===== src/hdl/svn_mul.sv =====
`default_nettype none
// Shared 32x32 multiplier with a registered product.
module svn_mul (
    input  wire logic        i_clk,
    input  wire logic [31:0] i_a,
    input  wire logic [31:0] i_b,
    output logic      [63:0] o_p
);
    logic [63:0] r_p;
    always_ff @(posedge i_clk) begin
        r_p <= {32'd0, i_a} * {32'd0, i_b};
    end
    assign o_p = r_p;
endmodule
`default_nettype wire


===== config.mk =====
export PLATFORM = sky130hd
export DESIGN_NAME = svn_mul
export DESIGN_NICKNAME = d
export VERILOG_FILES = /design/src/hdl/svn_mul.sv
export SDC_FILE = /design/constraint.sdc
export NUM_CORES = 2
export LEC_CHECK = 0
export ABC_AREA = 0
export BUFFER_PORTS_ARGS = -buffer_cell sky130_fd_sc_hd__clkbuf_2
export CAP_MARGIN = 40
export CELL_PAD_IN_SITES_DETAIL_PLACEMENT = 0
export CELL_PAD_IN_SITES_GLOBAL_PLACEMENT = 1
export CORE_MARGIN = 2
export CORE_UTILIZATION = 45
export DETAILED_ROUTE_END_ITERATION = 10
export PLACE_DENSITY_LB_ADDON = 0.1
export SYNTH_ARGS = -nofsm -noshare
export SYNTH_HDL_FRONTEND = slang
export SYNTH_SLANG_ARGS = --single-unit

===== constraint.sdc =====
create_clock -name i_clk -period 9.2 [get_ports i_clk]
set_input_delay 0.46 -clock i_clk [delete_from_list [all_inputs] [get_ports i_clk]]
set_output_delay 0.46 -clock i_clk [all_outputs]
set_load 0.01 [all_outputs]

==> impl_metrics.py <==
metrics = {
    "yosys": {
        "syn_inst": 3748,
        "synthDistinctLibCells": 57,
        "async_reset_ff_share_pct": 0,
        "synth_edf_count": 0,
        "synth.top_cell.area_share_pct": 51.73,
        "synth_most_common_cell": "fa_1",
        "avgSynthCellArea_um2": 9.252,
        "synth_area_mm2": 0.03468,
        "synth_common_cells": "896 x fa_1, 865 x inv_1, 602 x and2_1",
        "ys_warn_count": 0,
        "yosysTopAreaCell": "fa_1",
        "synthFlopType": "dfxtp_1",
        "synth_nets": 4972,
        "synth_seq_cells": 64,
        "ys_seq_area_share_pct": 3.695,
        "synth_area_leaders": "fa_1 52%, and2_1 11%, ha_1 9.5%",
    },
    "setup_path": {
        "crit_required_ps": 9480,
        "cp-startpoint": "i_b[9]",
        "crit_arrival_ps": 8630,
        "critPathLaunchType": "primary input",
        "crit_path_end_kind": "flip-flop",
        "endpoint": "o_p[62]",
        "cp_max_fo": 32,
        "path_class": "primary input to flip-flop",
    },
    "timing": {
        "period_needed_ps": 8352,
        "fin_tns_setup_ps": 0,
        "fmax_ghz": 0.1197,
        "relSlewSlack_pct": 36.76,
        "holdWs_ps": 775.7,
        "finalSetupViolCount": 0,
        "finalCritPeriodShare_pct": 90.78,
        "worst_pin_slew_ps": 948.6,
        "rsz0062_at_grt": "false",
        "slew_violations": 0,
        "hold_violations": 0,
    },
    "clocking": {
        "clk_pin_slew_ps": 60,
        "post_cts_buffers": 0,
        "root_buffer": "clkbuf_16",
        "htreeDepth": 3,
        "cts_buffers": 9,
        "ctsHoldBuffers": 0,
        "cts_sinks": 64,
        "cts_resized": 0,
        "cts_tree": "done",
        "clk_path_buf_depth": 2,
    },
    "layout": {
        "syn2layout_area_growth_pct": 5.398,
        "nNetsFinal": 4941,
        "largest_register_ff_count": 64,
        "utilization_pct": 48.04,
        "drive_gt1_share_pct": 5.669,
    },
    "drt": {
        "drtPass1Iterations": 5,
        "drtIter0Drc": 1442,
        "drc": 0,
        "wl_um": 107200,
        "viasPerCell": 5.252,
        "avgRoutedWirePerCell_um": 22.56,
        "vias": 24970,
        "antenna_left": 0,
    },
    "global_routing": {
        "grtUsageTotal_pct": 28.35,
        "grt_max_degree": 33,
        "first_global_vias": 28210,
        "grt_pass1_wl_um": 166900,
        "antenna_found_initial": 4,
        "grt-ovfl-total": 0,
    },
    "floorplanning": {
        "die_area_mm2": 0.07929,
        "ios": 129,
        "core_area_mm2": 0.07608,
        "die_width_um": 281.6,
        "fp.dieH_um": 281.6,
        "row_count": 101,
        "start_util_pct": 45.58,
    },
    "run_status": {
        "status": "complete, no violations",
    },
    "placed_design": {
        "io_buffers": 128,
        "gp_congestion": 0.8887,
        "dp.final_hpwl_um": 86470,
    },
    "min_path": {
        "hold_path.class": "primary input to flip-flop",
    },
    "run": {
        "drv_cap": 0,
    },
}
-- worst max-delay path, cell delays in order --
cell and delay [ps]:
clkbuf_2 680, and2_1 260, fa_1 460, fa_1 700, inv_1 100, fa_1 500, fa_1 510, inv_1 50
fa_1 560, fa_1 430, fa_1 510, fa_1 410, ha_1 550, nand4_1 200, or4_1 580, or3_1 370
a31oi_1 490, a31o_2 300, a211oi_1 120, o21ai_1 180, xor2_1 150
-- per-layer routing --
layer  global-route usage (%)  up-vias  share of wire (%)
met3                    3.563      216                4.7
met2                    51.82      786                 53
met1                    33.68    13180                 38
met5                        0        -              0.038
met4                    11.50        6                4.8
li1                         -    10780                  -
-- metrics by stage --
step	std cells	cell area, um^2	setup slack, ps
after global routing	4752	36540	611.3
after CTS	4752	36540	1019
after floorplan	3748	34680	1987
after detailed placement	4736	36210	666.1
after global placement	4732	36120	752.3
final	4754	36550	848.2
-- cells in the final DEF (no fill, tap or decap), types with 25 or more instances in the layout --
cell / count
fa_1: 896
inv_1: 865
and2_1: 602
nand2_1: 480
ha_1: 263
clkbuf_2: 128
dfxtp_1: 64
a21oi_1: 63
buf_4: 46
a21o_1: 40
xnor2_1: 35
xor2_1: 25
-- worst min path at each step --
stage	start	end	slack [ps]	cells after the start
2_1_floorplan	i_b[0]	o_p[0]	590	1
3_3_place_gp	o_p[40]	o_p[40]	850	1
3_5_place_dp	o_p[61]	o_p[61]	850	1
4_1_cts	i_b[0]	o_p[0]	770	2
5_1_grt	i_b[0]	o_p[0]	790	2
6_report	i_b[0]	o_p[0]	780	2
-- cells by family after synthesis --
logic type               after synthesis  synth area share, %
flip-flops                            64                3.695
XOR/XNOR                              60                1.515
multiplexers                           1              0.02887
AND/OR/NAND/NOR                     1177                17.62
AO/OA/AOI/OAI                        202                4.153
buffers and inverters               1085                11.77
adder cells (fa/ha/maj)             1159                61.22
-- area by class of cell --
class,instances,area (um^2)
diodes,2,5.005
clock buffers,9,225.2
clock inverters,7,105.1
fillers,7465,39530
inverters,865,3247
multi-input cells,2599,29310
flip-flops and latches,64,1281
well taps,1030,1289
repair buffers,178,1081
Power is left out: the tool's default activity adds up to more than one toggle a clock period on the data nets, which glitch-free logic cannot reach.
